## src/ordered_array_list_table_defines.svh

```systemverilog
// Assertion macros shared by the ordered array list table RTL.
// Depends on nothing; included by the top level only.
`ifndef ORDERED_ARRAY_LIST_TABLE_DEFINES_SVH
`define ORDERED_ARRAY_LIST_TABLE_DEFINES_SVH

`ifndef SYNTHESIS
`define OALT_ASSERT_IMPL(label, clk, rst_n, ante, cons) \
    label: assert property (@(posedge clk) disable iff (!rst_n) (ante) |-> (cons)) \
        else $error("oalt assertion failed");
`define OALT_ASSERT_NEXT(label, clk, rst_n, ante, cons) \
    label: assert property (@(posedge clk) disable iff (!rst_n) (ante) |=> (cons)) \
        else $error("oalt assertion failed");
`else
`define OALT_ASSERT_IMPL(label, clk, rst_n, ante, cons)
`define OALT_ASSERT_NEXT(label, clk, rst_n, ante, cons)
`endif

`endif

```

## src/oalt_pkg.sv

```systemverilog
// Types and codes of the ordered array list table.
// No dependencies; imported by oalt_ctrl, the top level and the testbench.
package oalt_pkg;

    localparam logic [2:0] REQ_CLEAR  = 3'd0;
    localparam logic [2:0] REQ_INSERT = 3'd1;
    localparam logic [2:0] REQ_DELETE = 3'd2;
    localparam logic [2:0] REQ_FIND   = 3'd3;
    localparam logic [2:0] REQ_READ   = 3'd4;
    localparam logic [2:0] REQ_UPDATE = 3'd5;

    localparam logic [1:0] ST_OK        = 2'd0;
    localparam logic [1:0] ST_FULL      = 2'd1;
    localparam logic [1:0] ST_NOT_FOUND = 2'd2;
    localparam logic [1:0] ST_RANGE     = 2'd3;

    typedef struct packed {
        logic [2:0]  req_type;
        logic [4:0]  position;
        logic        append_at_end;
        logic [63:0] item_key;
        logic [31:0] item_payload;
    } in_t;

    typedef struct packed {
        logic [1:0]  status;
        logic [4:0]  result_position;
        logic [63:0] result_key;
        logic [31:0] result_payload;
        logic [5:0]  entry_count;
    } out_t;

endpackage

```

## src/oalt_ram.sv

```systemverilog
// Generic simple dual-port RAM with one write port and a registered read port.
// No dependencies.
module oalt_ram #(
    parameter int WIDTH = 96,
    parameter int DEPTH = 32
) (
    input  logic                     clk,
    input  logic                     wr_en,
    input  logic [$clog2(DEPTH)-1:0] wr_addr,
    input  logic [WIDTH-1:0]         wr_data,
    input  logic                     rd_en,
    input  logic [$clog2(DEPTH)-1:0] rd_addr,
    output logic [WIDTH-1:0]         rd_data
);

    logic [WIDTH-1:0] mem [DEPTH];
    logic [WIDTH-1:0] rd_data_reg;

    always_ff @(posedge clk)
    begin
        if (wr_en)
        begin
            mem[wr_addr] <= wr_data;
        end
        if (rd_en)
        begin
            rd_data_reg <= mem[rd_addr];
        end
    end

    assign rd_data = rd_data_reg;

endmodule

```

## src/oalt_ctrl.sv

```systemverilog
// Request sequencer: decodes a transaction and walks the entry RAM to shift, search or access it.
// Depends on oalt_pkg; drives one oalt_ram instance through its ports.
module oalt_ctrl #(
    parameter int LIST_DEPTH   = 32,
    parameter int KEY_BITS     = 64,
    parameter int PAYLOAD_BITS = 32
) (
    input  logic                                  clk,
    input  logic                                  rst_n,
    input  logic                                  in_valid,
    output logic                                  in_ready,
    input  oalt_pkg::in_t                         in_data,
    output logic                                  res_valid,
    input  logic                                  res_ready,
    output oalt_pkg::out_t                        res_data,
    output logic                                  ram_wr_en,
    output logic [$clog2(LIST_DEPTH)-1:0]         ram_wr_addr,
    output logic [KEY_BITS+PAYLOAD_BITS-1:0]      ram_wr_data,
    output logic                                  ram_rd_en,
    output logic [$clog2(LIST_DEPTH)-1:0]         ram_rd_addr,
    input  logic [KEY_BITS+PAYLOAD_BITS-1:0]      ram_rd_data
);

    import oalt_pkg::*;

    localparam int IDX_W = $clog2(LIST_DEPTH);
    localparam int CNT_W = $clog2(LIST_DEPTH + 1);
    localparam int CMP_W = (CNT_W > 5) ? CNT_W : 5;

    typedef enum logic [2:0] {
        S_IDLE,
        S_DECODE,
        S_SH_RD,
        S_SH_WR,
        S_INS_WR,
        S_FIND_RD,
        S_FIND_CMP,
        S_RESP
    } state_t;

    state_t           state_reg, state_next;
    logic [CNT_W-1:0] count_reg, count_next;
    logic [IDX_W-1:0] idx_reg, idx_next;
    logic             shift_up_reg, shift_up_next;
    in_t              req_reg;
    out_t             res_reg, res_next;

    logic [CMP_W-1:0]        pos_ext;
    logic [CMP_W-1:0]        count_ext;
    logic [CMP_W-1:0]        at_ext;
    logic [IDX_W-1:0]        at_idx;
    logic [IDX_W-1:0]        pos_idx;
    logic [KEY_BITS-1:0]     req_key;
    logic [PAYLOAD_BITS-1:0] req_pay;
    logic [KEY_BITS-1:0]     rd_key;
    logic [PAYLOAD_BITS-1:0] rd_pay;
    logic [CNT_W-1:0]        idx_plus_one;

    assign pos_ext      = CMP_W'(req_reg.position);
    assign count_ext    = CMP_W'(count_reg);
    assign at_ext       = req_reg.append_at_end ? count_ext : pos_ext;
    assign at_idx       = at_ext[IDX_W-1:0];
    assign pos_idx      = pos_ext[IDX_W-1:0];
    assign req_key      = KEY_BITS'(req_reg.item_key);
    assign req_pay      = PAYLOAD_BITS'(req_reg.item_payload);
    assign rd_key       = ram_rd_data[KEY_BITS+PAYLOAD_BITS-1:PAYLOAD_BITS];
    assign rd_pay       = ram_rd_data[PAYLOAD_BITS-1:0];
    assign idx_plus_one = CNT_W'(idx_reg) + CNT_W'(1);

    assign in_ready  = (state_reg == S_IDLE);
    assign res_valid = (state_reg == S_RESP);

    always_comb
    begin
        res_data             = res_reg;
        res_data.entry_count = 6'(count_reg);
    end

    always_comb
    begin
        state_next    = state_reg;
        count_next    = count_reg;
        idx_next      = idx_reg;
        shift_up_next = shift_up_reg;
        res_next      = res_reg;
        ram_wr_en     = 1'b0;
        ram_wr_addr   = idx_reg;
        ram_wr_data   = {req_key, req_pay};
        ram_rd_en     = 1'b0;
        ram_rd_addr   = idx_reg;

        unique case (state_reg)
            S_IDLE:
            begin
                if (in_valid)
                begin
                    state_next = S_DECODE;
                end
            end
            S_DECODE:
            begin
                res_next.status          = ST_OK;
                res_next.result_position = req_reg.position;
                res_next.result_key      = '0;
                res_next.result_payload  = '0;
                res_next.entry_count     = '0;
                state_next               = S_RESP;
                unique case (req_reg.req_type)
                    REQ_CLEAR:
                    begin
                        count_next = '0;
                    end
                    REQ_INSERT:
                    begin
                        if (count_reg == CNT_W'(LIST_DEPTH))
                        begin
                            res_next.status = ST_FULL;
                        end
                        else if (at_ext > count_ext)
                        begin
                            res_next.status = ST_RANGE;
                        end
                        else if (at_ext == count_ext)
                        begin
                            state_next = S_INS_WR;
                        end
                        else
                        begin
                            idx_next      = count_reg[IDX_W-1:0];
                            shift_up_next = 1'b1;
                            state_next    = S_SH_RD;
                        end
                    end
                    REQ_DELETE:
                    begin
                        if (pos_ext >= count_ext)
                        begin
                            res_next.status = ST_RANGE;
                        end
                        else if (pos_ext + CMP_W'(1) == count_ext)
                        begin
                            count_next = count_reg - CNT_W'(1);
                        end
                        else
                        begin
                            idx_next      = pos_idx;
                            shift_up_next = 1'b0;
                            state_next    = S_SH_RD;
                        end
                    end
                    REQ_FIND:
                    begin
                        if (count_reg == '0)
                        begin
                            res_next.status = ST_NOT_FOUND;
                        end
                        else
                        begin
                            idx_next   = '0;
                            state_next = S_FIND_RD;
                        end
                    end
                    REQ_READ:
                    begin
                        if (pos_ext >= count_ext)
                        begin
                            res_next.status = ST_RANGE;
                        end
                        else
                        begin
                            idx_next   = pos_idx;
                            state_next = S_FIND_RD;
                        end
                    end
                    REQ_UPDATE:
                    begin
                        if (pos_ext >= count_ext)
                        begin
                            res_next.status = ST_RANGE;
                        end
                        else
                        begin
                            ram_wr_en   = 1'b1;
                            ram_wr_addr = pos_idx;
                        end
                    end
                    default:
                    begin
                    end
                endcase
            end
            S_SH_RD:
            begin
                ram_rd_en   = 1'b1;
                ram_rd_addr = shift_up_reg ? idx_reg - IDX_W'(1) : idx_reg + IDX_W'(1);
                state_next  = S_SH_WR;
            end
            S_SH_WR:
            begin
                ram_wr_en   = 1'b1;
                ram_wr_addr = idx_reg;
                ram_wr_data = ram_rd_data;
                if (shift_up_reg)
                begin
                    idx_next   = idx_reg - IDX_W'(1);
                    state_next = (idx_reg - IDX_W'(1) == at_idx) ? S_INS_WR : S_SH_RD;
                end
                else
                begin
                    idx_next = idx_reg + IDX_W'(1);
                    if (idx_plus_one == count_reg - CNT_W'(1))
                    begin
                        count_next = count_reg - CNT_W'(1);
                        state_next = S_RESP;
                    end
                    else
                    begin
                        state_next = S_SH_RD;
                    end
                end
            end
            S_INS_WR:
            begin
                ram_wr_en   = 1'b1;
                ram_wr_addr = at_idx;
                count_next  = count_reg + CNT_W'(1);
                state_next  = S_RESP;
            end
            S_FIND_RD:
            begin
                ram_rd_en   = 1'b1;
                ram_rd_addr = idx_reg;
                state_next  = S_FIND_CMP;
            end
            S_FIND_CMP:
            begin
                if (req_reg.req_type == REQ_READ)
                begin
                    res_next.result_key     = 64'(rd_key);
                    res_next.result_payload = 32'(rd_pay);
                    state_next              = S_RESP;
                end
                else if (rd_key == req_key)
                begin
                    res_next.result_position = 5'(idx_reg);
                    res_next.result_key      = 64'(rd_key);
                    res_next.result_payload  = 32'(rd_pay);
                    state_next               = S_RESP;
                end
                else if (idx_plus_one == count_reg)
                begin
                    res_next.status = ST_NOT_FOUND;
                    state_next      = S_RESP;
                end
                else
                begin
                    idx_next   = idx_reg + IDX_W'(1);
                    state_next = S_FIND_RD;
                end
            end
            S_RESP:
            begin
                if (res_ready)
                begin
                    state_next = S_IDLE;
                end
            end
            default:
            begin
                state_next = S_IDLE;
            end
        endcase
    end

    always_ff @(posedge clk or negedge rst_n)
    begin
        if (!rst_n)
        begin
            state_reg    <= S_IDLE;
            count_reg    <= '0;
            idx_reg      <= '0;
            shift_up_reg <= 1'b0;
        end
        else
        begin
            state_reg    <= state_next;
            count_reg    <= count_next;
            idx_reg      <= idx_next;
            shift_up_reg <= shift_up_next;
        end
    end

    always_ff @(posedge clk)
    begin
        if (in_valid && in_ready)
        begin
            req_reg <= in_data;
        end
        res_reg <= res_next;
    end

endmodule

```

## src/ordered_array_list_table.sv

```systemverilog
// Ordered array list table: entries live in one RAM; each transaction is one request.
// Requests with no RAM walk go from decode straight to the result. Insert at p moves
// each entry from the end down to p up one place, then writes the new one; delete at p
// moves each entry above p down one place; read fetches one entry and find reads the
// entries in order to a match or the end. The sequencer handles one request at a time.
// Reset clears the entry count; RAM contents stay undefined and need no clearing pass.
module ordered_array_list_table #(
    parameter int LIST_DEPTH   = 32,
    parameter int KEY_BITS     = 64,
    parameter int PAYLOAD_BITS = 32
) (
    input  logic           clk,
    input  logic           rst_n,
    input  logic           in_valid,
    output logic           in_ready,
    input  oalt_pkg::in_t  in_data,
    output logic           out_valid,
    input  logic           out_ready,
    output oalt_pkg::out_t out_data
);

    import oalt_pkg::*;

    `include "ordered_array_list_table_defines.svh"

    localparam int IDX_W  = $clog2(LIST_DEPTH);
    localparam int WORD_W = KEY_BITS + PAYLOAD_BITS;

    logic              res_valid;
    logic              res_ready;
    out_t              res_data;
    logic              ram_wr_en;
    logic [IDX_W-1:0]  ram_wr_addr;
    logic [WORD_W-1:0] ram_wr_data;
    logic              ram_rd_en;
    logic [IDX_W-1:0]  ram_rd_addr;
    logic [WORD_W-1:0] ram_rd_data;

    logic out_valid_reg;
    out_t out_data_reg;

    oalt_ctrl #(
        .LIST_DEPTH   (LIST_DEPTH),
        .KEY_BITS     (KEY_BITS),
        .PAYLOAD_BITS (PAYLOAD_BITS)
    ) u_ctrl (
        .clk         (clk),
        .rst_n       (rst_n),
        .in_valid    (in_valid),
        .in_ready    (in_ready),
        .in_data     (in_data),
        .res_valid   (res_valid),
        .res_ready   (res_ready),
        .res_data    (res_data),
        .ram_wr_en   (ram_wr_en),
        .ram_wr_addr (ram_wr_addr),
        .ram_wr_data (ram_wr_data),
        .ram_rd_en   (ram_rd_en),
        .ram_rd_addr (ram_rd_addr),
        .ram_rd_data (ram_rd_data)
    );

    oalt_ram #(
        .WIDTH (WORD_W),
        .DEPTH (LIST_DEPTH)
    ) u_entry_ram (
        .clk     (clk),
        .wr_en   (ram_wr_en),
        .wr_addr (ram_wr_addr),
        .wr_data (ram_wr_data),
        .rd_en   (ram_rd_en),
        .rd_addr (ram_rd_addr),
        .rd_data (ram_rd_data)
    );

    // The output register frees the sequencer as soon as a result is handed over.
    assign res_ready = !out_valid_reg || out_ready;

    always_ff @(posedge clk or negedge rst_n)
    begin
        if (!rst_n)
        begin
            out_valid_reg <= 1'b0;
        end
        else if (res_valid && res_ready)
        begin
            out_valid_reg <= 1'b1;
        end
        else if (out_ready)
        begin
            out_valid_reg <= 1'b0;
        end
    end

    always_ff @(posedge clk)
    begin
        if (res_valid && res_ready)
        begin
            out_data_reg <= res_data;
        end
    end

    assign out_valid = out_valid_reg;
    assign out_data  = out_data_reg;

    `OALT_ASSERT_IMPL(a_one_at_a_time, clk, rst_n, in_ready, !res_valid)
    `OALT_ASSERT_NEXT(a_result_held, clk, rst_n, res_valid && !res_ready, res_valid && $stable(res_data))
    `OALT_ASSERT_IMPL(a_full_count, clk, rst_n, out_valid && out_data.status == ST_FULL, out_data.entry_count == 6'(LIST_DEPTH))
    `OALT_ASSERT_NEXT(a_accept_then_busy, clk, rst_n, in_valid && in_ready, !in_ready && !out_valid_reg || !in_ready)

endmodule

```

## config.mk

```make
export PLATFORM = sky130hd
export DESIGN_NAME = ordered_array_list_table
export DESIGN_NICKNAME = d
export VERILOG_FILES = /design/src/oalt_pkg.sv /design/src/oalt_ram.sv /design/src/oalt_ctrl.sv /design/src/ordered_array_list_table.sv
export VERILOG_INCLUDE_DIRS = /design/src /design/src/src
export SDC_FILE = /design/constraint.sdc
export NUM_CORES = 2
export LEC_CHECK = 0
export BUFFER_PORTS_ARGS = -buffer_cell sky130_fd_sc_hd__buf_2
export CAP_MARGIN = 30
export CELL_PAD_IN_SITES_DETAIL_PLACEMENT = 0
export CELL_PAD_IN_SITES_GLOBAL_PLACEMENT = 1
export CORE_ASPECT_RATIO = 0.9
export CORE_MARGIN = 3
export CORE_UTILIZATION = 45
export CTS_CLUSTER_DIAMETER = 60
export DETAILED_ROUTE_END_ITERATION = 10
export GPL_ROUTABILITY_DRIVEN = 0
export PLACE_DENSITY_LB_ADDON = 0.1
export SYNTH_ARGS = -nofsm -noshare
export SYNTH_HDL_FRONTEND = slang
export SYNTH_SLANG_ARGS = --single-unit
```

## constraint.sdc

```tcl
create_clock -name clk -period 8.7 [get_ports clk]
set_input_delay 0.435 -clock clk [delete_from_list [all_inputs] [get_ports clk]]
set_output_delay 0.435 -clock clk [all_outputs]
set_load 0.01 [all_outputs]
```

==> results.md <==
* Largest net degree at the start of global routing at approximately 130
* Synth cell types at just under 60
* Post-synthesis register bit count at 3,501
* Yosys top cell area share at 78.1%
* Reg-to-reg slack, setup at 3.38 ns
* EDFF count, synth at 3,485
* Post-CTS Setup Repair Bufs at 0
* DRC Markers at 0
* Most common cell after layout, fill and taps aside: edfxtp_1
* Post-DR vias/cell at around 6
* Max-slew violation count at 0
* Setup_tns at 0 ns
* Rows at about 190
* GRT Total Usage at between 20 and 25%
* CTS buffer count at 366
* Power Dens Cells at around 370 mW/mm²
* Overflow after GRT at 0
* Initial Util at 45.3%
* Die height at ~520 µm
* Async SR Flop Fraction at 0.457%
* FILL cells at between 20,000 and 25,000
* Critical Path AT at 5.84 ns
* Slew HR at ~20%
* Clock slew at reported path FFs at approximately 0.06 ns
* Final Util at roughly 52%
* CTS tree: built
* Minimum clock period at between 5 and 6 ns
* Antenna Violating Nets Remaining at 0
* Main synth FF type: edfxtp_1
* NumNets Final at ~6,800
* Layout cells sized above 1 at 26.1%
* Reg area at between 0.1 and 0.15 mm²
* Reg-to-Reg End: u_entry_ram.mem[21][0]$_DFFE_PP_
* Skew-Pair Late Insertion Delay at roughly 0.93 ns
* Largest cells by area after synthesis: edfxtp_1 78%, mux4_2 14%, nand2_1 1.4%
* Area Growth Syn to Fin at 14.6%
* Reg2Reg Depth at 11
* CTS root buf: clkbuf_16
* Worst Setup Slack post-DPL at 3.45 ns
* Slew @ Worst Pin at about 1.2 ns
* Chip Width at around 580 µm
* Wire per inst at roughly 34 µm
* Crit. End Element: register
* Peak VDD IR at ~0.42 mV
* Fin crit share at just over 60%
* Clock skew at just under 0.04 ns
* DPL Wire Length at 183,000 µm
* IO buf count at about 220
* Hold Vio Cnt, Final at 0
* Crit path launch type: register
* Drt pass-1 iters at 5
* Number of flip-flops in the largest register at a little over 3,000
* CP Data Required Time at just over 9 ns
* Critical R2R Launch: u_ctrl.count_ext[3]$_DFFE_PN0P_
* Synth Net Count at 6,236
* Crit Path Max Fanout at 38
* Max-Cap Viols at 0
* Syn Inst Count at 6,112
* Core ar. at 0.295 mm²
* Synth area leader: edfxtp_1
* Synthesized area at 0.134 mm²
* Worst setup path endpoint: u_entry_ram.mem[21][0]$_DFFE_PP_
* First-pass GRT wire length at 518,000 µm
* Unrepaired setup endpoints after global routing: false
* Critical path origin: u_ctrl.count_ext[3]$_DFFE_PN0P_
* Syn Area/Cell at 21.9 µm²
* Hold Slack at ~0.22 ns
* Iteration-0 DRC Markers at between 8,000 and 9,000
* Vias in the first global route at 65,490
* CTS max path bufs at 4
* Setup CP Type: register to register
* Status: finished, final reports clean
* Fmax at around 190 MHz
* Yosys warnings at 0
* Leakage at a little under 50 nW
* IO Pins at between 200 and 250
* Via count at about 65,000
* Worst Slack Setup Final at 3.38 ns
* Register area share after synthesis at just under 80%
* WL final at between 300,000 and 400,000 µm
* Hold Path Class: input pin to register
* Multi-input logic area at around 0.028 mm²
* Die footprint at a little over 0.3 mm²
* Overall power at 56.6 mW
* Clock sinks at 3,501
* Endpoints failing setup at 0
* Most frequent cells in the layout: 3,485 x edfxtp_1, 844 x mux4_2, 500 x nand2_1, 372 x clkbuf_16, 220 x buf_2
* Htree depth at 5
* Initial antenna violation count at 20
## kinds of logic (layout without fill, tap and decap cells)
group,Yosys count,after routing,share of synthesized area (%)
buf+inv,345,1164,1.08
mux,1011,1011,15.5
simple gates,766,766,2.51
fa+ha+maj,15,15,0.140
flops,3501,3501,78.4
xor+xnor,94,94,0.615
compound gates,380,380,1.72
other cells,0,9,0
## routing by layer
layer  up-vias  track usage (%)  share of wire, %
met5         -                0             0.011
met4         6             5.42               2.2
met3       492             4.37               7.2
met2      2546             37.6                47
met1     35841             36.3                44
li1      26481                -                 -
## how the worst min path moves through the flow
stage / from / end / slack, ns / depth (start not counted)
CTS: in_data[68] / u_ctrl.req_key[36]$_DFFE_PP_ / 0.12 / 2
finish: in_data[68] / u_ctrl.req_key[36]$_DFFE_PP_ / 0.22 / 2
floorplan: rst_n / out_valid$_DFFE_PN0P_ / 0.14 / 0
global placement: u_ctrl.res_data[30]$_SDFFCE_PN0P_ / out_data[30]$_DFFE_PP_ / 0.40 / 0
global route: in_data[13] / u_ctrl.req_pay[13]$_DFFE_PP_ / 0.18 / 2
detailed placement: u_ctrl.res_data[100]$_SDFFCE_PN0P_ / out_data[100]$_DFFE_PP_ / 0.40 / 0
## cell type report
class / instances / share of cell area, %
clock buffer: 454 / 6.27
multi-input combinational: 2266 / 18.1
sequential: 3501 / 68.5
inverter: 19 / 0.0465
tap: 3915 / 3.19
antenna: 9 / 0.0147
timing repair buffer: 489 / 2.95
clock inverter: 202 / 0.967
## per-stage QoR
step                      area, µm²  cells
final                        153000  10855
after global routing         153000  10847
after CTS                    153000  10829
after detailed placement     141000  10064
after global placement       140000  10046
after floorplan              134000   6112
## synth_stat cells (5+ instances only)
| master | count |
|---|---|
| xor2_1 | 48 |
| nand2_1 | 501 |
| nor3_1 | 11 |
| a21oi_1 | 28 |
| edfxtp_1 | 3485 |
| inv_1 | 19 |
| nand3_1 | 17 |
| ha_1 | 15 |
| o21ai_1 | 77 |
| nor4_1 | 14 |
| xnor2_1 | 46 |
| o211ai_1 | 10 |
| nor3b_1 | 5 |
| a211oi_1 | 5 |
| mux4_2 | 844 |
| nor2b_1 | 7 |
| nand4_1 | 13 |
| clkbuf_1 | 152 |
| o21ai_0 | 96 |
| a31oi_1 | 82 |
| nand2b_1 | 8 |
| or3_1 | 5 |
| a221oi_1 | 25 |
| a21o_1 | 7 |
| buf_2 | 117 |
| and2_1 | 100 |
| dfrtp_1 | 16 |
| mux2i_1 | 123 |
| nor2_1 | 72 |
| o22ai_1 | 24 |
| buf_1 | 54 |
| mux2_2 | 43 |
## worst max-delay path, cell delays in order (launching register included)
cell and delay [ns]:
dfrtp_1 0.64, inv_1 0.24, ha_1 0.36, and4_1 0.25, a2111oi_4 0.59, nor2_1 0.23
a221oi_1 0.57, nor2b_1 0.26, nand2_1 0.26, nor2_4 0.15, buf_4 0.49, buf_4 0.80
## timing repair
item,in CTS,in global routing
endpoints found under the hold margin,123,0
hold buffers,109,0
gates resized for setup,0,0
## power breakdown
part / internal [mW] / total [mW] / switching [mW]
logic: 7.74 / 19.0 / 11.2
clock network: 8.27 / 14.7 / 6.45
registers: 22.2 / 22.9 / 0.707
total: 38.2 / 56.6 / 18.4
Note: power is estimated with default switching activity, not from simulation.
